$ cat src/hw/rtl/psg_pkg.sv
// Shared types, widths and constants of the programmable sound generator.
`timescale 1ns / 1ps
`default_nettype none
package psg_pkg;

  // Item and register field widths.
  localparam int OP_W          = 2;
  localparam int BYTE_W        = 8;
  localparam int TABLE_IDX_W   = 4;
  localparam int TABLE_VALUE_W = 13;
  localparam int SAMPLE_W      = 15;
  localparam int VOL_W         = 7;

  // Channel layout: three tone channels, then the noise channel.
  localparam int NUM_TONE    = 3;
  localparam int NUM_CH      = 4;
  localparam int CH_W        = 2;
  localparam int NOISE_CH    = 3;
  localparam int PERIOD_W    = 10;
  localparam int ATTEN_W     = 4;
  localparam int TABLE_DEPTH = 16;
  localparam int LFSR_W      = 16;
  localparam int LATCH_W     = 3;
  localparam int MODE_W      = 3;

  localparam int DEFAULT_AMPLITUDE_BITS = 13;

  // Reset and reload values.
  localparam logic [LFSR_W-1:0]   NOISE_SEED    = 16'h8000;
  localparam logic [PERIOD_W-1:0] NOISE_RELOAD0 = 10'h010;
  localparam logic [PERIOD_W-1:0] NOISE_RELOAD1 = 10'h020;
  localparam logic [PERIOD_W-1:0] NOISE_RELOAD2 = 10'h040;
  localparam logic [ATTEN_W-1:0]  ATTEN_RESET   = 4'hF;
  localparam logic [VOL_W-1:0]    VOL_MAX       = 7'd100;
  localparam logic [VOL_W-1:0]    VOL_RESET     = 7'd100;

  // Division by 100 as a multiply by ceil(2^26 / 100) and a shift; exact for
  // every dividend below 2^26 / 36, which covers the largest channel product.
  localparam int                  RECIP_W    = 20;
  localparam int                  DIV_SHIFT  = 26;
  localparam logic [RECIP_W-1:0]  DIV_RECIP  = 20'd671089;

  // Item operation codes.
  typedef enum logic [OP_W-1:0] {
    OP_TICK        = 2'd0,
    OP_REG_WRITE   = 2'd1,
    OP_TABLE_LOAD  = 2'd2
  } op_t;

  // Noise reload selection codes (low bits of the noise mode).
  typedef enum logic [1:0] {
    NRATE_16  = 2'd0,
    NRATE_32  = 2'd1,
    NRATE_64  = 2'd2,
    NRATE_T2  = 2'd3
  } noise_rate_t;

  // Volume register write that needs a new amplitude from the table.
  typedef struct packed {
    logic               en;
    logic [CH_W-1:0]    ch;
    logic [ATTEN_W-1:0] code;
  } vol_cmd_t;

endpackage
`default_nettype wire

$ cat src/hw/rtl/psg_chan.sv
// Channel state: register byte decoding, tone timers and the noise shift register.
`timescale 1ns / 1ps
`default_nettype none
module psg_chan (
  input  wire logic                                       clk,
  input  wire logic                                       rst_n,
  input  wire logic                                       proc,
  input  wire logic [psg_pkg::OP_W-1:0]                   op,
  input  wire logic [psg_pkg::BYTE_W-1:0]                 data_byte,
  output      logic [psg_pkg::NUM_CH-1:0]                 level_out,
  output      logic [psg_pkg::NUM_CH-1:0][psg_pkg::ATTEN_W-1:0] atten,
  output      psg_pkg::vol_cmd_t                          vol_cmd
);
  import psg_pkg::*;

  logic [NUM_TONE-1:0][PERIOD_W-1:0] period_r, period_nxt;
  logic [NUM_TONE-1:0][PERIOD_W-1:0] timer_r, timer_nxt;
  logic [NUM_CH-1:0]                 level_r, level_nxt;
  logic [NUM_CH-1:0][ATTEN_W-1:0]    atten_r, atten_nxt;
  logic [PERIOD_W-1:0]               ntimer_r, ntimer_nxt;
  logic [LFSR_W-1:0]                 lfsr_r, lfsr_nxt;
  logic                              phase_r, phase_nxt;
  logic [MODE_W-1:0]                 mode_r, mode_nxt;
  logic [LATCH_W-1:0]                latch_r, latch_nxt;

  logic               is_tick;
  logic               is_wr;
  logic               is_latch;
  logic [LATCH_W-1:0] latch_sel;
  logic [CH_W-1:0]    reg_ch;
  logic               reg_vol;
  logic               fb;

  assign is_tick   = proc && (op == OP_TICK);
  assign is_wr     = proc && (op == OP_REG_WRITE);
  assign is_latch  = data_byte[BYTE_W-1];
  assign latch_sel = is_latch ? data_byte[6:4] : latch_r;
  assign reg_ch    = latch_sel[LATCH_W-1:1];
  assign reg_vol   = latch_sel[0];
  assign fb        = lfsr_r[0] ^ (mode_r[2] & lfsr_r[3]);

  // Next state for a register write or a tick.
  always_comb begin
    period_nxt = period_r;
    timer_nxt  = timer_r;
    level_nxt  = level_r;
    atten_nxt  = atten_r;
    ntimer_nxt = ntimer_r;
    lfsr_nxt   = lfsr_r;
    phase_nxt  = phase_r;
    mode_nxt   = mode_r;
    latch_nxt  = latch_r;

    if (is_wr) begin
      latch_nxt = latch_sel;
      if (reg_vol) begin
        atten_nxt[reg_ch] = data_byte[ATTEN_W-1:0];
      end else if (reg_ch == CH_W'(NOISE_CH)) begin
        // Noise control restarts the shift register.
        mode_nxt = data_byte[MODE_W-1:0];
        lfsr_nxt = NOISE_SEED;
      end else if (is_latch) begin
        period_nxt[reg_ch][3:0] = data_byte[3:0];
      end else begin
        period_nxt[reg_ch][PERIOD_W-1:4] = data_byte[5:0];
      end
    end

    if (is_tick) begin
      // Tone channels toggle when the timer is zero or reaches zero.
      for (int i = 0; i < NUM_TONE; i++) begin
        if (timer_r[i] <= PERIOD_W'(1)) begin
          level_nxt[i] = ~level_r[i];
          timer_nxt[i] = period_r[i];
        end else begin
          timer_nxt[i] = timer_r[i] - PERIOD_W'(1);
        end
      end

      // Noise timer; the register shifts on every second expiry.
      if (ntimer_r <= PERIOD_W'(1)) begin
        phase_nxt = ~phase_r;
        case (noise_rate_t'(mode_r[1:0]))
          NRATE_16: ntimer_nxt = NOISE_RELOAD0;
          NRATE_32: ntimer_nxt = NOISE_RELOAD1;
          NRATE_64: ntimer_nxt = NOISE_RELOAD2;
          NRATE_T2: ntimer_nxt = period_r[NUM_TONE-1];
          default:  ntimer_nxt = period_r[NUM_TONE-1];
        endcase
        if (phase_nxt) begin
          lfsr_nxt            = {fb, lfsr_r[LFSR_W-1:1]};
          level_nxt[NOISE_CH] = lfsr_r[1];
        end
      end else begin
        ntimer_nxt = ntimer_r - PERIOD_W'(1);
      end
    end
  end

  // Channel state registers.
  always_ff @(posedge clk) begin
    if (!rst_n) begin
      period_r <= '0;
      timer_r  <= '0;
      level_r  <= '0;
      atten_r  <= {NUM_CH{ATTEN_RESET}};
      ntimer_r <= '0;
      lfsr_r   <= NOISE_SEED;
      phase_r  <= 1'b0;
      mode_r   <= '0;
      latch_r  <= '0;
    end else begin
      period_r <= period_nxt;
      timer_r  <= timer_nxt;
      level_r  <= level_nxt;
      atten_r  <= atten_nxt;
      ntimer_r <= ntimer_nxt;
      lfsr_r   <= lfsr_nxt;
      phase_r  <= phase_nxt;
      mode_r   <= mode_nxt;
      latch_r  <= latch_nxt;
    end
  end

  assign level_out    = level_nxt;
  assign atten        = atten_r;
  assign vol_cmd.en   = is_wr && reg_vol;
  assign vol_cmd.ch   = reg_ch;
  assign vol_cmd.code = data_byte[ATTEN_W-1:0];

endmodule
`default_nettype wire

$ cat config.mk
export PLATFORM = sky130hd
export DESIGN_NAME = psg_chan
export DESIGN_NICKNAME = d
export VERILOG_FILES = /design/src/hw/rtl/psg_pkg.sv /design/src/hw/rtl/psg_chan.sv
export SDC_FILE = /design/constraint.sdc
export NUM_CORES = 1
export LEC_CHECK = 0
export BUFFER_PORTS_ARGS = -buffer_cell sky130_fd_sc_hd__buf_2
export CAP_MARGIN = 30
export CORE_UTILIZATION = 40
export DETAILED_ROUTE_END_ITERATION = 8
export PLACE_DENSITY = 0.68
export SYNTH_ARGS = -nofsm -noshare
export SYNTH_HDL_FRONTEND = slang
export SYNTH_SLANG_ARGS = --single-unit
$ cat constraint.sdc
create_clock -name clk -period 3.3 [get_ports clk]
set_input_delay 0.165 -clock clk [delete_from_list [all_inputs] [get_ports clk]]
set_output_delay 0.165 -clock clk [all_outputs]
set_load 0.05 [all_outputs]
* Word level (Yosys, flattened, before mapping)
Index checks and enable logic that the tools add are counted.
** Operators by class
- Order comparisons :: 6
- Multiplexer cells :: 28
- Equal/unequal tests :: 5
- Reductions and logical operators :: 10
- Bitwise operators :: 8
- $add $sub $neg :: 4
** Operators with widths (number)
- 2-to-1 mux 16 bit :: 6
- bitwise mux 30 bit :: 2
- 2-to-1 mux 10 bit :: 5
- demux 10 bit (select 2 bit) :: 2
- less-or-equal comparator 10 x 1 -> 1 bit, second input constant :: 4
- case mux 10 bit (4 select lines) :: 1
- subtractor 10 x 1 -> 10 bit, second input constant :: 4
- 2-to-1 mux 30 bit :: 1
- bitwise mux 16 bit :: 1
- 2-to-1 mux 4 bit :: 3
- demux 4 bit (select 2 bit) :: 1
- equality test 2 bit, second input constant :: 3
- inverter 1 bit :: 6
- AND reduction 3 bit :: 2
- 2-to-1 mux 1 bit :: 5
- equality test 2 x 1 -> 1 bit, second input constant :: 2
- logical AND 1 bit :: 4
- logical NOT 2 bit :: 2
- AND reduction 2 bit :: 2
- < comparator 2 x 3 -> 1 bit, second input constant :: 1
- 2-to-1 mux 3 bit :: 1
- >= comparator 2 x 1 -> 1 bit, second input constant :: 1
- bitwise AND 1 bit :: 1
- bitwise XOR 1 bit :: 1
** Word-level totals
- Bits of input ports :: 13
- Register bits :: 113
- Word-level logic and storage cells :: 77

* Longest topological paths before layout
Gate-level depths: netlist of run 1.
- Depth after elaboration :: 8
- Gate-level depth with buffers :: 8
- Gate-level depth less buffers :: 6

* Worst setup path after synthesis of run 1
Ideal clock, no wire load.
- Kind :: flip-flop to output port
- Start :: register timer_r[0] (netlist bit)
- End :: output level_out[0] (netlist bit)
- Setup slack :: 1.066 ns
- Arrival time :: 2.069 ns
- Buffers on the path :: 2
- Data required time :: 3.135 ns
- Cell stages (with the launch flop) :: 9
- Path through :: dfxtp_1 clkbuf_1 inv_1 ha_1 clkbuf_1 nor2_1 nand4b_1 or3_1 nand2_1
** Between the ends
- Cells in the longest elaborated chain, start to end :: 3
** Ends and longest elaborated chain
- from (decl) :: RTL line psg_chan.sv:17 : logic [NUM_TONE-1:0][PERIOD_W-1:0] timer_r, timer_nxt;
- from (signal assigned) :: RTL line psg_chan.sv:114 : timer_r <= timer_nxt;
- less-or-equal comparator 10 x 1 -> 1 bit :: RTL line psg_chan.sv:72 : if (timer_r[i] <= PERIOD_W'(1)) begin
- 2-to-1 mux 1 bit :: RTL line psg_chan.sv:72
- 2-to-1 mux 4 bit :: RTL line psg_chan.sv:69 : if (is_tick) begin
- to (decl) :: RTL line psg_chan.sv:10 : output logic [psg_pkg::NUM_CH-1:0] level_out,
No other way between the ends.

* Final worst setup path of run 1
- Start :: register ntimer_r[0]
- End :: output level_out[3] (netlist bit)
** Between the ends
- Cells in the longest elaborated chain, start to end :: 3
** Ends and longest elaborated chain
- from (decl) :: RTL line psg_chan.sv:20 : logic [PERIOD_W-1:0] ntimer_r, ntimer_nxt;
- from (signal assigned) :: RTL line psg_chan.sv:117 : ntimer_r <= ntimer_nxt;
- less-or-equal comparator 10 x 1 -> 1 bit :: RTL line psg_chan.sv:81 : if (ntimer_r <= PERIOD_W'(1)) begin
- 2-to-1 mux 1 bit :: RTL line psg_chan.sv:81
- 2-to-1 mux 4 bit :: RTL line psg_chan.sv:69
No other way between the ends.

==> flow_summary.toml, run 1 <==
[pwr]
switchingPower_mw = 1.02
comb_power_share = 0.146
p_clk_frac = 0.471
peakVddDrop_v = 0.000391
sw_frac_of_total = 0.272
p_int_mw = 2.73
seqPwrFrac = 0.383
power.total_mw = 3.75
power.leakage_nw = 2.45
p_per_area_nw_per_um2 = 575

[yosys]
ys_ff_latch = 113
synth.yosys.seq_area_share = 0.395
ys_async_sr_fraction = 0
synth.cell_area_sq_um = 5720
synth_area_leaders = "dfxtp_1 (40%), mux2i_1 (10%), nand3_1 (3.4%)"
synth.net_count = 658
synth_top_cell_by_area = "dfxtp_1"
synth_enable_flop_cells = 0
yosys_warnings = 0
synthFlopType = "dfxtp_1"
ys_types = 79
syn_avg_cell_area_sq_um = 8.98
synth_cells = 637
yosys.area.top_type_share = 0.395

[setup_path]
startpoint_type = "flop"
cp_max_fo = 16
end_kind = "output port"
critical_path_required_ns = 3.13
worstSetupPathType = "flop to output port"
cp.arrival_ns = 2.59

[global_route]
grt_pass1_vias = 4607
grt_max_degree = 46
grt_use_total = 0.198
grt_overflow = 0
antenna_found_initial = 0
grt_pass1_wl_mm = 22.7

[clock_network]
cts-resized-gates = 0
cts_buffers = 17
clock_latency_ns = 0.42
post_cts_buffers = 0
postCtsHoldBufs = 0
htree_levels = 4
cts_tree = "done"
clk_pin_slew_ns = 0.05
cts.sinks = 113
clock_path_buffers = 2
cts-root-buf = "clkbuf_16"

[layout]
fin_util = 0.468
layout_commonest_cell = "dfxtp_1"
final_cell_mix = "dfxtp_1 (113), mux2i_1 (58), nor2_1 (51)"
area_growth_syn_to_layout_pct = 14.1
drive_gt1_frac = 0.174
fin_nets = 675
num-fill-cells = 1297
multi_input_area_sq_um = 3120
insertedDiodeCount = 0
final_cells = 846
finalInstanceArea_sq_um = 6530
register_area_sq_um = 2260

[sta]
fin_crit_ns = 2.76
clock-skew-final_ns = 0.00462
maxSlewHeadroom = 0.292
hold_viol = 0
finalSetupViolCount = 0
setup_tns_ns = 0
fin_hold_ws_ns = 0.135
drv_slew = 0
rsz0062_at_grt = "no"
setup_ws_ns = 0.540
tightest_slew_ns = 1.05
fmaxAchievable_mhz = 362
timing.final.crit_share = 0.836

[outcome]
run_status = "finished, final reports clean"

[route]
routedWlPerCell_microns = 16.3
drtIter0Drc = 421
vias = 4898
drt_wl_total_mm = 13.8
drt-pass1-iter-count = 5
vias_per_cell = 5.79
route.detailed.drc = 0
postRouteAntennaNets = 0

[floorplanning]
io_pins = 40
die_x_microns = 122
coreArea_sq_um = 13900
start_util = 0.411
die_y_microns = 122
die_area_sq_um = 14800
rows = 43

[place]
gp_congestion = 0.904
dpl-instance-area_sq_um = 5960
dp_cells = 815
port_buffers = 39
dpl.hpwl_mm = 9.18
pre_cts_ws_ns = 0.883

[flow_run]
max-cap-violations = 0

[hold_path]
hold_path_class = "input pin to flop"
==> layout make-up <==
type,instances,area share
clock buffer,27,0.0801
tap,180,0.0345
multi-input combinational,454,0.478
inverter,17,0.00978
sequential,113,0.347
clock inverter,4,0.00728
timing repair buffer,51,0.0437
==> cells in the mapped netlist (all sizes together), types with 5 or more instances <==
library cell / n
dfxtp: 113
mux2i: 60
nor2: 51
nand2: 48
nand3: 39
a21oi: 35
clkbuf: 31
o21ai: 28
buf: 22
nor3: 22
or3: 18
inv: 17
o211ai: 17
nor4: 12
a31oi: 9
ha: 8
nand4: 8
and3: 7
o31ai: 7
a211oi: 6
o311ai: 6
nand4b: 5
or4: 5
==> power groups by stage <==
stage	registers [mW]	clock network, mW	logic (mW)
5_1_grt	1.44	1.86	0.595
3_3_place_gp	1.46	0	0.531
4_1_cts	1.44	1.79	0.543
2_1_floorplan	1.45	0	0.451
6_report	1.44	1.77	0.547
3_5_place_dp	1.46	0	0.540
==> worst max-delay path: stages, from the launching register on <==
cell and delay, ns:
dfxtp_1 0.36, inv_1 0.08, ha_1 0.21, nor2_1 0.15, nor3_2 0.76, nand3_1 0.25, nand2_1 0.11, buf_2 0.26
==> layer usage <==
metal | share of wire | wire, microns | global-route usage
met3 | 0.044 | 613 | 0.0496
met1 | 0.46 | 6320 | 0.247
met4 | 0.019 | 264 | 0.0949
met5 | 0 | 0 | 0
met2 | 0.48 | 6600 | 0.317
==> cells by family (layout without fill, tap and decap cells) <==
kind of cell               after synthesis  after routing  share of synthesized area
AOI/OAI and AO/OA                      144            144                      0.175
muxes                                   60             60                      0.108
xor gates and xnor gates                 1              1                    0.00153
buffers and inverters                   70             99                     0.0604
DFF                                    113            113                      0.395
adders and majority gates                8              8                     0.0175
and+or+nand+nor                        241            241                      0.243
==> state kept, by name, indices dropped and copies added, names as in the netlist, 3 cells and up <==
name / flops
level_r: 4
atten: 16
latch_r: 3
lfsr_r: 16
mode_r: 3
ntimer_r: 10
timer_r: 30
period_r: 30
==> final timing paths <==
path                     start  slack (ns)  depth (start not counted)      endpoint
setup reg to reg   ntimer_r[4]        0.87                          4       phase_r
setup / recovery   ntimer_r[0]        0.54                          7  level_out[3]
hold / removal    data_byte[4]        0.14                          3    latch_r[0]
hold reg to reg     lfsr_r[12]        0.47                          2    lfsr_r[12]
Note: power is estimated with default switching activity, not from simulation.
==> run 2: changes to the inputs <==
PLACE_DENSITY = 0.7   (was 0.68)
clock period = 2.5 ns   (was 3.3 ns; I/O delays follow)
==> flow_summary.toml, run 2 (same netlist as run 1, synthesis figures left out) <==
[sta]
drv_slew = 0
fin_hold_ws_ns = 0.102
rsz0062_at_grt = "no"
setup_ws_ns = 0.137
maxSlewHeadroom = 0.469
tightest_slew_ns = 0.792
hold_viol = 0
setup_tns_ns = 0
fin_crit_ns = 2.36
fmaxAchievable_mhz = 423
finalSetupViolCount = 0
timing.final.crit_share = 0.945
clock-skew-final_ns = 0.00577

[layout]
final_cell_mix = "dfxtp_1 (113), mux2i_1 (58), nor2_1 (50)"
register_area_sq_um = 2260
area_growth_syn_to_layout_pct = 16.2
top_regs = "period_r x30, timer_r x30"
layout_commonest_cell = "dfxtp_1"
drive_gt1_frac = 0.198
fin_util = 0.477
fin_nets = 685
final_cells = 858
multi_input_area_sq_um = 3140
finalInstanceArea_sq_um = 6650
num-fill-cells = 1298

[global_route]
grt_use_total = 0.197
grt_pass1_wl_mm = 22.6
grt_pass1_vias = 4574
antenna_found_initial = 1
grt_overflow = 0
grt_max_degree = 34

[setup_path]
cp.arrival_ns = 2.24
startpoint = "timer_r[23]"
critical_path_required_ns = 2.38
worstSetupPathType = "flop to output port"
r2r_start = "ntimer_r[0]"
cp_max_fo = 6
startpoint_type = "flop"
end_kind = "output port"

[place]
gp_congestion = 0.865
port_buffers = 39
pre_cts_ws_ns = 0.271
dpl-instance-area_sq_um = 5990
dpl.hpwl_mm = 9.39
dp_cells = 820

[pwr]
peakVddDrop_v = 0.000528
power.leakage_nw = 2.50
power.total_mw = 5.07
p_per_area_nw_per_um2 = 762

[clock_network]
postCtsHoldBufs = 0
clock_path_buffers = 2
cts_buffers = 17
clock_latency_ns = 0.42
htree_levels = 4
cts-root-buf = "clkbuf_16"
cts_tree = "done"
clk_pin_slew_ns = 0.05
cts.sinks = 113

[flow_run]
max-cap-violations = 0

[hold_path]
hold_path_class = "input pin to flop"
min_from = "data_byte[5]"

[floorplanning]
die_area_sq_um = 14800
die_x_microns = 122
io_pins = 40
die_y_microns = 122
rows = 43
start_util = 0.411
coreArea_sq_um = 13900

[outcome]
run_status = "finished, final reports clean"

[route]
vias_per_cell = 5.72
routedWlPerCell_microns = 16.3
drtIter0Drc = 341
postRouteAntennaNets = 0
route.detailed.drc = 0
drt_wl_total_mm = 14.0
vias = 4909
drt-pass1-iter-count = 5
[run 2: cell types whose count changed in the layout (fill, tap and decap cells not counted), sizes merged]
cell,previous run,this run
clkinv,2,5
clkbuf,27,24
bufinv,1,2
diode,0,1
clkinvlp,1,3
buf,51,59
[run 2: path summary, 6_finish.rpt]
kind | end | slack [ns] | cells after the start
min reg2reg | atten[0] | 0.47 | 2
max reg2reg | ntimer_r[4] | 0.51 | 7
min | period_r[29] | 0.10 | 3
max | level_out[2] | 0.14 | 5
[run 2: critical path, stage by stage (launching register included)]
cell and delay (ns):
dfxtp_1 0.35, or3_4 0.44, or3_4 0.40, or3_1 0.33
nand2_1 0.08, clkbuf_4 0.22
[run 2: area by class of cell]
cell class,instances,area share
Multi-Input combinational cell,454,0.472
Sequential cell,113,0.340
Clock buffer,22,0.0728
Timing Repair Buffer,61,0.0549
Tap cell,180,0.0339
Clock inverter,10,0.0162
Inverter,17,0.00960
Antenna cell,1,0.000376
[run 2: routing by layer]
layer,up-vias,routed length [microns],track usage
met4,0,393,0.0941
met1,2354,6170,0.236
met5,-,0,0
met2,134,6810,0.327
li1,2394,-,-
met3,27,584,0.0548
[run 2: repair_timing]
| action | in CTS | in global routing |
|---|---|---|
| setup buffers | 0 | 5 |
| setup endpoints to repair | 1 | 4 |
| gates resized for setup | 1 | 7 |
| pin swaps | 0 | 1 |
[run 2: where the power goes]
group	leakage, nW	switching [mW]	internal [mW]
combinational	1.30	0.493	0.296
sequential	0.913	0.0519	1.85
clock	0.288	0.823	1.56
total	2.50	1.37	3.70
==> run 3: changes to the inputs <==
PLACE_DENSITY = 0.71   (was 0.7)
==> flow_summary.toml, run 3 (same netlist as run 1, synthesis figures left out) <==
[layout]
fin_nets = 683
area_growth_syn_to_layout_pct = 16.8
top_regs = "period_r x30, timer_r x30"
drive_gt1_frac = 0.194
insertedDiodeCount = 0
final_cell_mix = "dfxtp_1 (113), mux2i_1 (58), nor2_1 (50)"
layout_commonest_cell = "dfxtp_1"
num-fill-cells = 1264

[global_route]
grt_pass1_wl_mm = 22.7
grt_max_degree = 51
grt_overflow = 0
grt_pass1_vias = 4711
grt_use_total = 0.196
antenna_found_initial = 0

[setup_path]
cp_cell_sequence = "or3_1 > or3_4 > or3_1 > nand2_1 > clkbuf_4"
cp.arrival_ns = 2.30
startpoint_type = "flop"
cp_top_family = "simple AND/OR/NAND/NOR gates"
cp_slowest_cell = "or3_1"
cpMostUsedCell = "or3_1"
worstSetupPathType = "flop to output port"
max_stage_delay_ns = 0.47
end_kind = "output port"
cp_max_fo = 6
critPathBufInv = 1
critical_path_required_ns = 2.38

[clock_network]
clock_latency_ns = 0.41
cts_buffers = 17
htree_levels = 4
clk_pin_slew_ns = 0.06
cts_tree = "done"
cts-root-buf = "clkbuf_16"
postCtsHoldBufs = 0
clock_path_buffers = 2
cts.sinks = 113

[floorplanning]
die_area_sq_um = 14800
coreArea_sq_um = 13900
die_y_microns = 122
die_x_microns = 122
rows = 43
io_pins = 40
start_util = 0.411

[route]
drtIter0Drc = 335
route.detailed.drc = 0
drt-pass1-iter-count = 5
vias_per_cell = 5.74
drt_wl_total_mm = 13.8
vias = 4911
routedWlPerCell_microns = 16.1
postRouteAntennaNets = 0

[sta]
tightest_slew_ns = 0.756
timing.final.crit_share = 0.968
drv_slew = 0
hold_viol = 0
rsz0062_at_grt = "no"
fmaxAchievable_mhz = 413
finalSetupViolCount = 0
fin_crit_ns = 2.42
setup_tns_ns = 0
maxSlewHeadroom = 0.493
clock-skew-final_ns = 0.00623

[pwr]
power.total_mw = 5.25
switchingPower_mw = 1.38
p_per_area_nw_per_um2 = 785
p_clk_frac = 0.488
power.leakage_nw = 2.52
seqPwrFrac = 0.362
p_int_mw = 3.87
comb_power_share = 0.150
peakVddDrop_v = 0.000575
sw_frac_of_total = 0.263

[place]
dpl.hpwl_mm = 9.21
port_buffers = 39
gp_congestion = 0.852

[hold_path]
hold_path_class = "input pin to flop"

[flow_run]
max-cap-violations = 0

[outcome]
run_status = "finished, final reports clean"
-- run 3: changes by cell type in the layout (fill, tap and decap cells not counted), sizes merged --
cell and delta:
diode -1, clkinvlp -1, clkinv -2, clkbuf +2, bufinv +1, buf -2
-- run 3: per-layer routing --
metal  global-route usage  vias to the layer above  share of wire  routed length [microns]
met4               0.0941                        0          0.023                      316
met2                0.325                      129           0.48                     6570
met3               0.0510                       24          0.045                      622
met5                    0                        -              0                        0
met1                0.235                     2365           0.46                     6280
li1                     -                     2393              -                        -
-- run 3: cell type report --
| class | instances | area [sq um] | share of cell area |
|---|---|---|---|
| multi-input combinational | 454 | 3130 | 0.469 |
| sequential | 113 | 2260 | 0.338 |
| tap | 180 | 225 | 0.0337 |
| clock inverter | 8 | 124 | 0.0185 |
| inverter | 17 | 63.8 | 0.00955 |
| clock buffer | 24 | 512 | 0.0766 |
| timing repair buffer | 59 | 363 | 0.0543 |
-- run 3: final timing paths --
| kind | start | end | slack, ns | depth (start not counted) |
|---|---|---|---|---|
| worst min register to register | atten[7] | atten[7] | 0.47 | 2 |
| worst min-delay path | data_byte[4] | latch_r[0] | 0.09 | 3 |
| worst max register to register | timer_r[2] | timer_r[4] | 0.44 | 4 |
| worst max-delay path | timer_r[23] | level_out[2] | 0.08 | 5 |
-- run 3: worst register-to-register path: cells and delay by family (launching register included) --
family	cells	cell delay, ns
AO/OA/AOI/OAI	1	0.16
flip-flops	1	0.39
AND/OR/NAND/NOR	3	1.37
-- run 3: power groups by stage --
stage / Sequential (mW) / Clock [mW] / Combinational, mW
after floorplan: 1.92 / 0 / 0.595
after global placement: 1.93 / 0 / 0.732
after detailed placement: 1.93 / 0 / 0.743
after CTS: 1.90 / 2.59 / 0.754
after global routing: 1.90 / 2.67 / 0.851
final: 1.90 / 2.56 / 0.788
-- run 3: metrics by stage --
step / hold WS (ns) / area (sq um) / util / cells / setup slack [ns]
4_1_cts: 0.0648 / 6640 / 0.477 / 851 / 0.0290
2_1_floorplan: 0.269 / 5720 / - / 637 / 0.306
5_1_grt: 0.0823 / 6680 / 0.480 / 855 / 0.00213
3_3_place_gp: 0.451 / 6000 / 0.431 / 819 / 0.319
3_5_place_dp: 0.458 / 6000 / 0.431 / 819 / 0.265
6_report: 0.0851 / 6680 / 0.480 / 855 / 0.0794
-- run 3: repair_timing --
action | CTS | global route
cloned | 0 | 0
pin swaps | 0 | 1
resized for setup | 2 | 5
setup endpoints to repair | 1 | 4
buffers inserted | 0 | 4
