File: config.mk
export PLATFORM = sky130hd
export DESIGN_NAME = psg_amp
export DESIGN_NICKNAME = d
export VERILOG_FILES = /design/src/hw/rtl/psg_pkg.sv /design/src/hw/rtl/psg_amp.sv
export SDC_FILE = /design/constraint.sdc
export NUM_CORES = 1
export LEC_CHECK = 0
export BUFFER_PORTS_ARGS = -buffer_cell sky130_fd_sc_hd__buf_2
export CORE_MARGIN = 4
export CORE_UTILIZATION = 56
export CTS_BUF_LIST = sky130_fd_sc_hd__clkbuf_8
export CTS_CLUSTER_SIZE = 24
export DETAILED_ROUTE_END_ITERATION = 8
export PLACE_DENSITY_LB_ADDON = 0.1
export SYNTH_ARGS = -nofsm -noshare
export SYNTH_HDL_FRONTEND = slang
export SYNTH_SLANG_ARGS = --single-unit
File: constraint.sdc
create_clock -name clk -period 2.35 [get_ports clk]
set_clock_uncertainty 0.05 [all_clocks]
set_input_delay 0.47 -clock clk [delete_from_list [all_inputs] [get_ports clk]]
set_output_delay 0.47 -clock clk [all_outputs]
set_load 0.1 [all_outputs]
File: src/hw/rtl/psg_pkg.sv
// Shared types, widths and constants of the programmable sound generator.
`timescale 1ns / 1ps
`default_nettype none
package psg_pkg;

  // Item and register field widths.
  localparam int OP_W          = 2;
  localparam int BYTE_W        = 8;
  localparam int TABLE_IDX_W   = 4;
  localparam int TABLE_VALUE_W = 13;
  localparam int SAMPLE_W      = 15;
  localparam int VOL_W         = 7;

  // Channel layout: three tone channels, then the noise channel.
  localparam int NUM_TONE    = 3;
  localparam int NUM_CH      = 4;
  localparam int CH_W        = 2;
  localparam int NOISE_CH    = 3;
  localparam int PERIOD_W    = 10;
  localparam int ATTEN_W     = 4;
  localparam int TABLE_DEPTH = 16;
  localparam int LFSR_W      = 16;
  localparam int LATCH_W     = 3;
  localparam int MODE_W      = 3;

  localparam int DEFAULT_AMPLITUDE_BITS = 13;

  // Reset and reload values.
  localparam logic [LFSR_W-1:0]   NOISE_SEED    = 16'h8000;
  localparam logic [PERIOD_W-1:0] NOISE_RELOAD0 = 10'h010;
  localparam logic [PERIOD_W-1:0] NOISE_RELOAD1 = 10'h020;
  localparam logic [PERIOD_W-1:0] NOISE_RELOAD2 = 10'h040;
  localparam logic [ATTEN_W-1:0]  ATTEN_RESET   = 4'hF;
  localparam logic [VOL_W-1:0]    VOL_MAX       = 7'd100;
  localparam logic [VOL_W-1:0]    VOL_RESET     = 7'd100;

  // Division by 100 as a multiply by ceil(2^26 / 100) and a shift; exact for
  // every dividend below 2^26 / 36, which covers the largest channel product.
  localparam int                  RECIP_W    = 20;
  localparam int                  DIV_SHIFT  = 26;
  localparam logic [RECIP_W-1:0]  DIV_RECIP  = 20'd671089;

  // Item operation codes.
  typedef enum logic [OP_W-1:0] {
    OP_TICK        = 2'd0,
    OP_REG_WRITE   = 2'd1,
    OP_TABLE_LOAD  = 2'd2
  } op_t;

  // Noise reload selection codes (low bits of the noise mode).
  typedef enum logic [1:0] {
    NRATE_16  = 2'd0,
    NRATE_32  = 2'd1,
    NRATE_64  = 2'd2,
    NRATE_T2  = 2'd3
  } noise_rate_t;

  // Volume register write that needs a new amplitude from the table.
  typedef struct packed {
    logic               en;
    logic [CH_W-1:0]    ch;
    logic [ATTEN_W-1:0] code;
  } vol_cmd_t;

endpackage
`default_nettype wire

File: src/hw/rtl/psg_amp.sv
// Amplitude table memory and the current amplitude of each channel.
`timescale 1ns / 1ps
`default_nettype none
module psg_amp #(
  parameter int AMP_BITS = psg_pkg::DEFAULT_AMPLITUDE_BITS
) (
  input  wire logic                                         clk,
  input  wire logic                                         rst_n,
  input  wire logic                                         proc,
  input  wire logic [psg_pkg::OP_W-1:0]                     op,
  input  wire logic [psg_pkg::TABLE_IDX_W-1:0]              table_index,
  input  wire logic [psg_pkg::TABLE_VALUE_W-1:0]            table_value,
  input  wire psg_pkg::vol_cmd_t                            vol_cmd,
  input  wire logic [psg_pkg::NUM_CH-1:0][psg_pkg::ATTEN_W-1:0] atten,
  output      logic [psg_pkg::NUM_CH-1:0][AMP_BITS-1:0]     amp
);
  import psg_pkg::*;

  logic [AMP_BITS-1:0]               mem_r [TABLE_DEPTH];
  logic [TABLE_DEPTH-1:0]            valid_r;
  logic [AMP_BITS-1:0]               rd_data_r;
  logic                              rd_valid_r;
  logic                              pend_r;
  logic [CH_W-1:0]                   pend_ch_r;
  logic [NUM_CH-1:0][AMP_BITS-1:0]   amp_r, amp_nxt;

  logic                load;
  logic [AMP_BITS-1:0] load_val;

  assign load     = proc && (op == OP_TABLE_LOAD);
  assign load_val = table_value[AMP_BITS-1:0];

  // Table memory: one write port for loads, one read port for volume writes.
  always_ff @(posedge clk) begin
    if (load) begin
      mem_r[table_index] <= load_val;
    end
    if (vol_cmd.en) begin
      rd_data_r  <= mem_r[vol_cmd.code];
      rd_valid_r <= valid_r[vol_cmd.code];
      pend_ch_r  <= vol_cmd.ch;
    end
  end

  // Entries never loaded read as silent.
  always_ff @(posedge clk) begin
    if (!rst_n) begin
      valid_r <= '0;
      pend_r  <= 1'b0;
    end else begin
      if (load) begin
        valid_r[table_index] <= 1'b1;
      end
      pend_r <= vol_cmd.en;
    end
  end

  // A load updates every channel that uses its code; otherwise a pending
  // table read lands in the channel that asked for it.
  always_comb begin
    amp_nxt = amp_r;
    for (int ch = 0; ch < NUM_CH; ch++) begin
      if (load && (atten[ch] == table_index)) begin
        amp_nxt[ch] = load_val;
      end else if (pend_r && (pend_ch_r == CH_W'(ch))) begin
        amp_nxt[ch] = rd_valid_r ? rd_data_r : '0;
      end
    end
  end

  always_ff @(posedge clk) begin
    if (!rst_n) begin
      amp_r <= '0;
    end else begin
      amp_r <= amp_nxt;
    end
  end

  assign amp = amp_r;

endmodule
`default_nettype wire

Word-level counts from Yosys, hierarchy flattened
Memory sizes are Yosys's and may differ from the RTL's. A register that Yosys moved wholly into a read port is not among the register bits.
Index checks and enable logic that the tools add are counted.
- memories: 1
- RAM bits: 208
- latch bits: 0
- flip-flop bits (word level): 72
- output and inout port bits: 52
- input bits: 45
- bits in read-only memories: 0
- add/subtract/negate cells: 0
- shifts and indexed selects: 0
- reductions and logical operators: 15
- equality and inequality tests: 8
- order comparisons: 3
- muxes and demuxes: 15
- divide/modulo/power cells: 0
- bitwise operators: 1
- multiply operators: 0
- memory list (memory ; depth ; width ; read ports ; clocked after Yosys merged registers in ; write ports ; line ; text):
    mem_r ; 16 ; 13 ; 1 ; 1 ; 1 ; psg_amp.sv:19 ; logic [AMP_BITS-1:0] mem_r [TABLE_DEPTH];
- operators by type and width (operator ; number):
    $mux W13 ; 9
    $eq A4 B4 Y1 ; 4
    $or A16 B16 Y16 ; 1
    $logic_and A1 B1 Y1 ; 10
    $lt A4 B5 Y1 const B ; 2
    $reduce_bool A2 Y1 ; 4
    $eq A2 B2 Y1 const B ; 3
    $bmux W1 S4 ; 1
    $demux W1 S4 ; 1
    $ge A4 B1 Y1 const B ; 1
    $mux W1 ; 4
    $eq A2 B1 Y1 const B ; 1
    $logic_not A2 Y1 ; 1

Depth between registers and ports, before layout
Gate-level depths: netlist of run 1.
- word-level depth: 5
- depth in mapped cells: 6
- depth with buffers taken out: 4

Worst setup path before layout of run 1
Ideal clock, no wire load.
- kind: input to register
- from: input port table_index[3] (netlist bit)
- to: memory mem_r[0][0] (netlist bit) (enable)
- setup time: 0.402 ns
- stages on the path: 3
- buffers on the path: 1
- setup slack: -0.124 ns
- arrival time: 2.022 ns
- path through: buf_2 > or3_1 > nor3_1
- RTL lines (item ; line ; text):
    start, declared ; psg_amp.sv:11 ; input wire logic [psg_pkg::TABLE_IDX_W-1:0] table_index,
    end, declared ; psg_amp.sv:19 ;
Straight into the memory's write port.

Worst setup path after layout of run 1
- from: register amp_r, in the netlist amp[29]
- to: output port amp[29] (netlist bit)
- RTL lines (item ; line ; text):
    start, declared ; psg_amp.sv:25 ; logic [NUM_CH-1:0][AMP_BITS-1:0] amp_r, amp_nxt;
    start signal, assigned ; psg_amp.sv:75 ; amp_r <= amp_nxt;
    end, declared ; psg_amp.sv:15 ; output logic [psg_pkg::NUM_CH-1:0][AMP_BITS-1:0] amp
No word-level cell between the ends.

==> out/summary.txt, run 1 <==
========================================================================================
Fin. max-slew vios                                                                     0
Total inserted antenna cells                                                           0
Detailed-route vias per instance                                                   5.927
Worst Slack Setup Final                                                        0.4596 ns
Arrival time at the worst endpoint                                               1.37 ns
Buffers & Inverters on Critical Path                                                   1
Delay of the slowest cell on the worst path                                      0.44 ns
Count of endpoints failing hold in the final timing report                             0
DP Wirelength                                                                   16.39 mm
Synthesized net count                                                                734
H-tree lvl count                                                                       2
Category of cells accounting for the largest share of critical-path delay   buffers and inverters
Routed wire per std cell                                                        24.11 µm
CP Data Required Time                                                            1.83 ns
Distinct cell type count after synthesis                                              33
Quantity of hold-fixing buffers added after cts                                        0
Clk Latency, worst-skew pair                                                     0.56 ns
Total Die Area                                                                 23530 µm²
Setup repair after global routing missed its margin                                false
Initial DRC Count                                                                    608
X dimension of the die                                                          153.4 µm
Post-CTS setup repair buffer count                                                     0
Antenna violations before repair                                                       0
Number of resized instances in the post-cts repair step                                0
Vias in the first global route                                                      7048
Antenna-violating nets left                                                            0
Area added between synthesis and finish                                           15.58%
Number of instances in the synthesized netlist                                       689
Result of the run                                                           finished, final reports clean
Count of endpoints failing setup in the final report                                   0
Summed instance area of the synthesized netlist                                11840 µm²
IO Count                                                                              97
Relative slew margins                                                             60.30%
Clock net sink count                                                                 293
Hold/Removal Path Class                                                     input port to flop
Maximum vdd ir drop                                                            0.4619 mV
Floorplan row count                                                                   52
Number of nets at the end of the flow                                                870
Drc violations                                                                         0
Type of the worst setup path                                                flop to primary output
Die outline height                                                              153.4 µm
Leakage power figure                                                            5.032 nW
Count of buffers inserted at the top-level ports                                      96
CP Cell Sequence                                                                   buf_2
Wire length of the first global-routing pass                                    41.46 mm
Maximum fanout along the worst path                                                    2
Global routing usage summed across all routing layers                             23.12%
Pwr per Cell Area                                                           754.1 nW/µm²
Maximum number of buffers from clock root to sink                                      3
Critical Path Sink Type                                                     primary output
Achievable frequency                                                           529.0 MHz
Largest net degree at the start of global routing                                     83
Syn_area_per_cell                                                              17.18 µm²
Clock tree root buffer cell                                                 sky130_fd_sc_hd__clkbuf_8
Clock-pin slew of the registers on the worst-case setup and hold paths           0.06 ns
Worst Setup Slack post-DPL                                                     0.3539 ns
Yosys warning total                                                                    0
Number of synthesized register bits                                                  293
Total Routed Length                                                             27.27 mm
Slowest library cell on the worst path                                      sky130_fd_sc_hd__buf_2
Sum Neg Setup Slack                                                                 0 ns
Crit path time final                                                            1.890 ns
Clock buffer count from CTS                                                           47
Final period utilization                                                          80.44%
Placer congestion estimate                                                        0.7898
Overflow left after global routing                                                     0
Max-cap violations                                                                     0
Via Count                                                                           6703
Pin slew with the least headroom to its limit                                  0.5955 ns
Sequential cell area fraction in the yosys report                                 68.48%
Number of iterations in the first detailed-routing pass                                6
TritonCTS clock tree                                                               built
Effective utilization at floorplan                                                57.77%
Critical Path Start Type                                                            flop
Total core area                                                                20490 µm²
Share of post-route cells with drive strength above 1                             32.75%
========================================================================================
-- state kept, by name, summed over array words and instances, names as in the netlist --
name and cells:
valid_r 16, pend_r 1, rd_data_r 13, rd_valid_r 1
pend_ch_r 2, amp 52, mem_r 208
-- stage by stage --
stage,std cells,cell area [µm²],power [mW],utilization (%),hold WS (ns)
after floorplan,689,11860,6.195,-,0.3854
after global placement,1046,12810,6.396,62.52,0.3925
after detailed placement,1046,12810,6.422,62.52,0.3990
after CTS,1131,13680,10.41,66.76,0.03287
after global routing,1131,13680,10.67,66.76,0.04177
final,1131,13680,10.32,66.76,0.05766
-- metal layers --
layer / share of wire, % / GRT usage [%] / vias up
met3: 7.5 / 5.202 / 48
met2: 50 / 38.82 / 249
met1: 41 / 31.18 / 3460
met5: 0 / 0 / -
li1: - / - / 2946
met4: 1.8 / 5.677 / 0
-- Yosys cell counts (all sizes together) --
cell type	instances	share of area (%)
and3	1	0.053
nor4	1	0.11
edfxtp	224	57
mux2	52	4.9
clkbuf	15	0.48
and2	15	0.79
and3b	3	0.22
nand2b	2	0.11
a22oi	28	1.8
buf	27	1.7
mux4	56	11
nor3b	1	0.11
xnor2	8	0.59
nand2	81	2.6
nor3	6	0.44
nand3	3	0.13
nand4	1	0.053
nand3b	3	0.19
nor2	14	0.47
mux2i	52	4.4
dfxtp	69	12
o21a	16	1.0
xor2	8	0.59
nor2b	2	0.11
or3	1	0.053
-- cell type report --
cell class | count | area [µm²]
sequential | 293 | 8108
fill | 1441 | 6812
multi-input combinational | 354 | 3498
timing repair buffer | 129 | 868.3
clock buffer | 51 | 701.9
tap | 270 | 337.8
clock inverter | 34 | 168.9
-- report_power, final --
group          switching, mW  internal [mW]
registers             0.0296           5.64
logic                  0.417          0.229
clock network           1.90           2.11
total                   2.34           7.98
-- logic make-up after synthesis --
| family | count (synthesis) | share of synthesized area, % |
|---|---|---|
| buf+inv | 42 | 2.135 |
| simple gates | 134 | 5.411 |
| compound gates | 44 | 2.790 |
| mux | 160 | 20.00 |
| flops | 293 | 68.48 |
| xor+xnor | 16 | 1.184 |
-- layout by cell type, fill, tap and decap left out, types with 16 or more instances in the layout --
cell type                    n
sky130_fd_sc_hd__mux2i_1    52
sky130_fd_sc_hd__a22oi_1    28
sky130_fd_sc_hd__nand2_1    80
sky130_fd_sc_hd__mux4_2     56
sky130_fd_sc_hd__mux2_2     30
sky130_fd_sc_hd__buf_2      95
sky130_fd_sc_hd__o21a_1     16
sky130_fd_sc_hd__inv_1      19
sky130_fd_sc_hd__clkbuf_8   51
sky130_fd_sc_hd__dfxtp_1    69
sky130_fd_sc_hd__mux2_1     22
sky130_fd_sc_hd__edfxtp_1  224
sky130_fd_sc_hd__buf_4      23
-- final timing paths --
path                start      endpoint  slack [ns]  cells after the start
min            vol_cmd[4]  pend_ch_r[0]        0.06                      1
max               amp[29]       amp[29]        0.46                      1
min reg2reg   valid_r[14]   valid_r[14]        0.41                      1
max reg2reg  pend_ch_r[1]       amp[14]        0.73                      5
Note: power is estimated with default switching activity, not from simulation.
==> run 2: changes to the inputs <==
clock period = 1.6 ns   (was 2.35 ns; I/O delays follow)
==> run 2 against run 1 <==
Effect of this change: final area rose by 6.1%; worst setup slack worse by 0.43 ns; clock-buffer cell count up 1; sequential power is 47% higher.
==> out/summary.txt, run 2 (same netlist as run 1, synthesis figures left out) <==
========================================================================================
Result of the run                                                           finished, final reports clean   unchanged
Antenna violations before repair                                                       3   was 0
Max reg flops                                                                        208   unchanged
Critical Path Sink Type                                                             flop   was primary output
Effective utilization at floorplan                                                57.77%   unchanged
Leakage power figure                                                            5.258 nW   was 5.032 nW
Number of iterations in the first detailed-routing pass                                5   was 6
Post-CTS setup repair buffer count                                                     0   unchanged
CP Cell Sequence                                                            and3b_1 -> buf_12 -> mux2_1 -> nand2_1 -> mux2i_1   was buf_2
Pwr per Cell Area                                                            1050 nW/µm²   was 754.1 nW/µm²
TritonCTS clock tree                                                               built   unchanged
Overflow left after global routing                                                     0   unchanged
Clock buffer count from CTS                                                           45   was 47
Clock-pin slew of the registers on the worst-case setup and hold paths           0.06 ns   about the same
DP Wirelength                                                                   17.73 mm   was 16.39 mm
Floorplan row count                                                                   52   unchanged
Hold/Removal Path Class                                                     input port to flop   unchanged
Fin. max-slew vios                                                                     0   unchanged
Largest net degree at the start of global routing                                     37   was 83
Die outline height                                                              153.4 µm   unchanged
Register-to-Register Setup Slack                                                 0.03 ns   was 0.73 ns
Routed wire per std cell                                                        24.64 µm   was 24.11 µm
Via Count                                                                           6738   was 6703
H-tree lvl count                                                                       2   unchanged
Initial DRC Count                                                                    418   was 608
Number of nets at the end of the flow                                                893   was 870
Total core area                                                                20490 µm²   unchanged
Area added between synthesis and finish                                           22.66%   was 15.58%
Category of cells accounting for the largest share of critical-path delay     flip-flops   was buffers and inverters
Slowest library cell on the worst path                                      sky130_fd_sc_hd__edfxtp_1   was sky130_fd_sc_hd__buf_2
Pin slew with the least headroom to its limit                                  0.4101 ns   was 0.5955 ns
Arrival time at the worst endpoint                                               1.96 ns   was 1.37 ns
IO Count                                                                              97   unchanged
Sum Neg Setup Slack                                                                 0 ns   unchanged
Count of endpoints failing setup in the final report                                   0   unchanged
Maximum number of buffers from clock root to sink                                      3   unchanged
Setup repair after global routing missed its margin                                 true   was false
Count of buffers inserted at the top-level ports                                      96   unchanged
Delay of the slowest cell on the worst path                                      0.43 ns   was 0.44 ns
Buffers & Inverters on Critical Path                                                   1   unchanged
Clk Latency, worst-skew pair                                                     0.56 ns   about the same
Critical Path Start Type                                                            flop   unchanged
Vias in the first global route                                                      7186   was 7048
Max-cap violations                                                                     0   unchanged
Final period utilization                                                          98.35%
Total power consumption of the routed design                                    15.25 mW   was 10.32 mW
Drc violations                                                                         0   unchanged
Most frequent cells in the layout                                           sky130_fd_sc_hd__edfxtp_1, sky130_fd_sc_hd__nand2_1, sky130_fd_sc_hd__dfxtp_1   was sky130_fd_sc_hd__edfxtp_1, sky130_fd_sc_hd__buf_2, sky130_fd_sc_hd__nand2_1
Maximum fanout along the worst path                                                   13   was 2
CP Data Required Time                                                            1.98 ns   was 1.83 ns
Relative slew margins                                                             72.66%   was 60.30%
Most frequent standard cell in the layout excluding fill and tap cells      sky130_fd_sc_hd__edfxtp_1   unchanged
Total inserted antenna cells                                                           0   unchanged
Largest Register                                                                   mem_r   unchanged
Global routing usage summed across all routing layers                             24.20%   was 23.12%
Clock net sink count                                                                 293   unchanged
Antenna-violating nets left                                                            0   unchanged
Clock tree root buffer cell                                                 sky130_fd_sc_hd__clkbuf_8   unchanged
Placer congestion estimate                                                        0.8193   was 0.7898
Achievable frequency                                                           635.5 MHz
Count of endpoints failing hold in the final timing report                             0   unchanged
Maximum vdd ir drop                                                            0.8682 mV   was 0.4619 mV
Total Die Area                                                                 23530 µm²   unchanged
Crit path time final                                                            1.574 ns
Share of post-route cells with drive strength above 1                             36.05%   was 32.75%
Detailed-route vias per instance                                                   5.834   was 5.927
Wire length of the first global-routing pass                                    43.06 mm   was 41.46 mm
Total Routed Length                                                             28.46 mm   was 27.27 mm
Type of the worst setup path                                                flop to flop   was flop to primary output
X dimension of the die                                                          153.4 µm   unchanged
Util after Layout                                                                 70.85%   was 66.76%
========================================================================================
run 2: changes by cell type in the layout (fill, tap and decap cells not counted), sizes merged:
cell,previous run,this run
buf,129,152
inv,20,18
dlygate4sd3,0,2
clkbuf,51,52
run 2: repair_timing:
| action | in CTS | in global routing |
|---|---|---|
| hold buffers | 2 | 0 |
| gates resized for setup | 59 | 40 |
| endpoints found under the setup margin | 52 | 39 |
| hold endpoints to repair | 2 | 0 |
run 2: power by group:
part / switching (mW) / total (mW) / internal, mW
registers: 0.0558 / 8.34 / 8.28
logic: 0.638 / 1.06 / 0.421
clock network: 2.73 / 5.86 / 3.12
run 2: worst paths after layout:
kind | start | end | cells past startpoint
worst min register to register | valid_r[8] | valid_r[8] | 1
worst max register to register | pend_ch_r[0] | amp[31] | 5
worst min-delay path | table_value[4] | mem_r[4][4] | 1
worst max-delay path | pend_ch_r[0] | amp[31] | 5
run 2: layout make-up:
cell class	instances	area, µm²
fill	1313	5973
tap	270	337.8
sequential	293	8108
clock buffer	52	715.7
multi-input combinational	354	3577
timing repair buffer	154	1628
clock inverter	32	155.1
run 2: per-stage QoR:
| step | area, µm² | setup slack (ns) | hold WS [ns] | std cells |
|---|---|---|---|---|
| 3_5_place_dp | 13320 | -0.2700 | 0.4062 | 1069 |
| 6_report | 14520 | 0.02636 | 0.08645 | 1155 |
| 4_1_cts | 14370 | 0.002855 | 0.06951 | 1155 |
| 5_1_grt | 14520 | -0.03140 | 0.08109 | 1155 |
| 2_1_floorplan | 11990 | -0.1631 | 0.3689 | 689 |
| 3_3_place_gp | 13320 | -0.2390 | 0.3889 | 1069 |
run 2: metal layers:
metal / vias up / global-route usage (%) / wire [µm]
met4: 2 / 7.233 / 613
met2: 256 / 40.68 / 14400
li1: 2987 / - / -
met5: - / 0 / 13
met3: 54 / 5.146 / 1842
met1: 3439 / 32.18 / 11590
==> run 3: changes to the inputs <==
--- a/constraint.sdc
+++ b/constraint.sdc
@@ -3,3 +3,3 @@
 set_input_delay 0.32 -clock clk [delete_from_list [all_inputs] [get_ports clk]]
 set_output_delay 0.32 -clock clk [all_outputs]
-set_load 0.1 [all_outputs]
+set_load 0.02 [all_outputs]
==> run 3 against run 2 <==
Effect of this change: critical path depth stayed put; final cell count is the same; maximum frequency increased by 1.6%; sequential power about the same; power is 1.1% lower; flip-flop and latch count unchanged; register-to-register slack improved by 0.02 ns; final area down 2.1%; critical path type unchanged; critical endpoint is now amp[33]; largest cell class unchanged; highest routed layer unchanged.
==> out/summary.txt, run 3 (same netlist as run 1, synthesis figures left out) <==
=====================================================================================
Achievable frequency                                                        645.5 MHz   was 635.5 MHz
Setup repair after global routing missed its margin                              true   unchanged
Hold/Removal Path Class                                                  input port to flop   unchanged
Effective utilization at floorplan                                             57.77%   unchanged
Max reg flops                                                                     208   unchanged
Total power consumption of the routed design                                 15.08 mW   was 15.25 mW
Met1 wire length                                                             11.45 mm   was 11.59 mm
Most frequent standard cell in the layout excluding fill and tap cells   sky130_fd_sc_hd__edfxtp_1   unchanged
Antenna violations before repair                                                    3   unchanged
Routed wire per std cell                                                     24.34 µm   was 24.64 µm
Util after Layout                                                              69.37%   was 70.85%
Critical Path Start Type                                                         flop   unchanged
Drc violations                                                                      0   unchanged
Arrival time at the worst endpoint                                            1.92 ns   was 1.96 ns
Global routing usage summed across all routing layers                          24.04%   was 24.20%
Pin slew with the least headroom to its limit                               0.3999 ns   was 0.4101 ns
Largest Register                                                                mem_r   unchanged
Vias in the first global route                                                   7150   was 7186
Largest net degree at the start of global routing                                  37   unchanged
Share of post-route cells with drive strength above 1                          36.05%   unchanged
Worst hold path cell count                                                          1   unchanged
Clock buffer count from CTS                                                        45   unchanged
Critical Path Sink Type                                                          flop   unchanged
Routed length on met3                                                        1.923 mm   was 1.842 mm
Antenna-violating nets left                                                         0   unchanged
Clk Latency, worst-skew pair                                                  0.56 ns   about the same
Total core area                                                             20490 µm²   unchanged
Maximum vdd ir drop                                                         0.8639 mV   was 0.8682 mV
Clock net sink count                                                              293   unchanged
Max-cap violations                                                                  0   unchanged
Crit path time final                                                         1.549 ns   was 1.574 ns
Count of buffers inserted at the top-level ports                                   96   unchanged
Via Count                                                                        6709   was 6738
IO Count                                                                           97   unchanged
Clock-pin slew of the registers on the worst-case setup and hold paths        0.06 ns   about the same
H-tree lvl count                                                                    2   unchanged
X dimension of the die                                                       153.4 µm   unchanged
Overflow left after global routing                                                  0   unchanged
Count of endpoints failing hold in the final timing report                          0   unchanged
Maximum fanout along the worst path                                                13   unchanged
Number of iterations in the first detailed-routing pass                             5   unchanged
Highest metal layer used by the detailed router                                  met5   unchanged
Placer congestion estimate                                                     0.8193   unchanged
Met2 routed WL                                                               14.10 mm   was 14.40 mm
Wire length of the first global-routing pass                                 42.81 mm   was 43.06 mm
Fin. max-slew vios                                                                  0   unchanged
Result of the run                                                        finished, final reports clean   unchanged
Placed Cells incl. Taps                                                          1069   unchanged
Final instance count without filler cells                                        1155   unchanged
Total inserted antenna cells                                                        0   unchanged
Clock tree root buffer cell                                              sky130_fd_sc_hd__clkbuf_8   unchanged
Number of nets at the end of the flow                                             893   unchanged
Type of the worst setup path                                             flop to flop   unchanged
Maximum number of buffers from clock root to sink                                   3   unchanged
Initial DRC Count                                                                 470   was 418
CP Data Required Time                                                         1.97 ns   was 1.98 ns
Detailed-route vias per instance                                                5.809   was 5.834
Most frequent cells in the layout                                        sky130_fd_sc_hd__edfxtp_1, sky130_fd_sc_hd__buf_2, sky130_fd_sc_hd__nand2_1   was sky130_fd_sc_hd__edfxtp_1, sky130_fd_sc_hd__nand2_1, sky130_fd_sc_hd__dfxtp_1
TritonCTS clock tree                                                            built   unchanged
Post-CTS setup repair buffer count                                                  0   unchanged
Total Die Area                                                              23530 µm²   unchanged
Count of endpoints failing setup in the final report                                0   unchanged
Total Routed Length                                                          28.11 mm   was 28.46 mm
DP Wirelength                                                                17.73 mm   unchanged
Die outline height                                                           153.4 µm   unchanged
Relative slew margins                                                          73.34%   was 72.66%
Minimum hold slack                                                         0.09138 ns   was 0.08645 ns
Pwr per Cell Area                                                         1061 nW/µm²   was 1050 nW/µm²
Leakage power figure                                                         5.229 nW   was 5.258 nW
Floorplan row count                                                                52   unchanged
Final period utilization                                                       96.82%   was 98.35%
Area added between synthesis and finish                                        20.09%   was 22.66%
FF-to-FF path depth                                                                 5   unchanged
=====================================================================================
## run 3: cell counts in the layout (fill, tap and decap cells not counted)
Identical to the previous run, type by type.
## run 3: worst paths after layout
check | start | end | slack, ns
max | pend_ch_r[0] | amp[33] | 0.05
min reg2reg | valid_r[7] | valid_r[7] | 0.42
max reg2reg | pend_ch_r[0] | amp[33] | 0.05
min | table_value[4] | mem_r[4][4] | 0.09
## run 3: area by class of cell
class / count / area (µm²)
clock buffers: 52 / 715.7
clock inverters: 32 / 155.1
fillers: 1354 / 6277
multi-input cells: 354 / 3577
flip-flops and latches: 293 / 8108
well taps: 270 / 337.8
repair buffers: 154 / 1324
## run 3: power by group
part	switching (mW)	internal [mW]	total (mW)	leakage, nW
Clock	2.71	3.12	5.83	0.512
Combinational	0.520	0.399	0.919	2.13
Sequential	0.0518	8.28	8.33	2.59
Total	3.28	11.8	15.1	5.23
## run 3: critical path: stages (launching register included)
cell                       delay (ns)
sky130_fd_sc_hd__edfxtp_1        0.43
sky130_fd_sc_hd__and3b_1         0.30
sky130_fd_sc_hd__buf_12          0.17
sky130_fd_sc_hd__mux2_1          0.34
sky130_fd_sc_hd__nand2_1         0.08
sky130_fd_sc_hd__mux2i_1         0.07
## run 3: repair_timing
action | 4_1_cts | 5_1_grt
endpoints found under the hold margin | 2 | 0
setup endpoints to repair | 0 | 1
resized for setup | 0 | 1
hold buffers | 2 | 0
## run 3: per-stage QoR
step / setup TNS [ns] / area, µm² / setup WS (ns)
after CTS: 0 / 14210 / 0.04722
final: 0 / 14220 / 0.05090
after detailed placement: -27.16 / 13320 / -0.2700
after global placement: -24.81 / 13320 / -0.2390
after floorplan: -20.54 / 11990 / -0.1631
after global routing: -0.002064 / 14220 / -0.002064
## run 3: layer usage
layer | global-route usage, % | vias to the layer above
met2 | 40.52 | 275
met5 | 0 | -
li1 | - | 2986
met3 | 5.174 | 54
met1 | 31.92 | 3392
met4 | 7.023 | 2
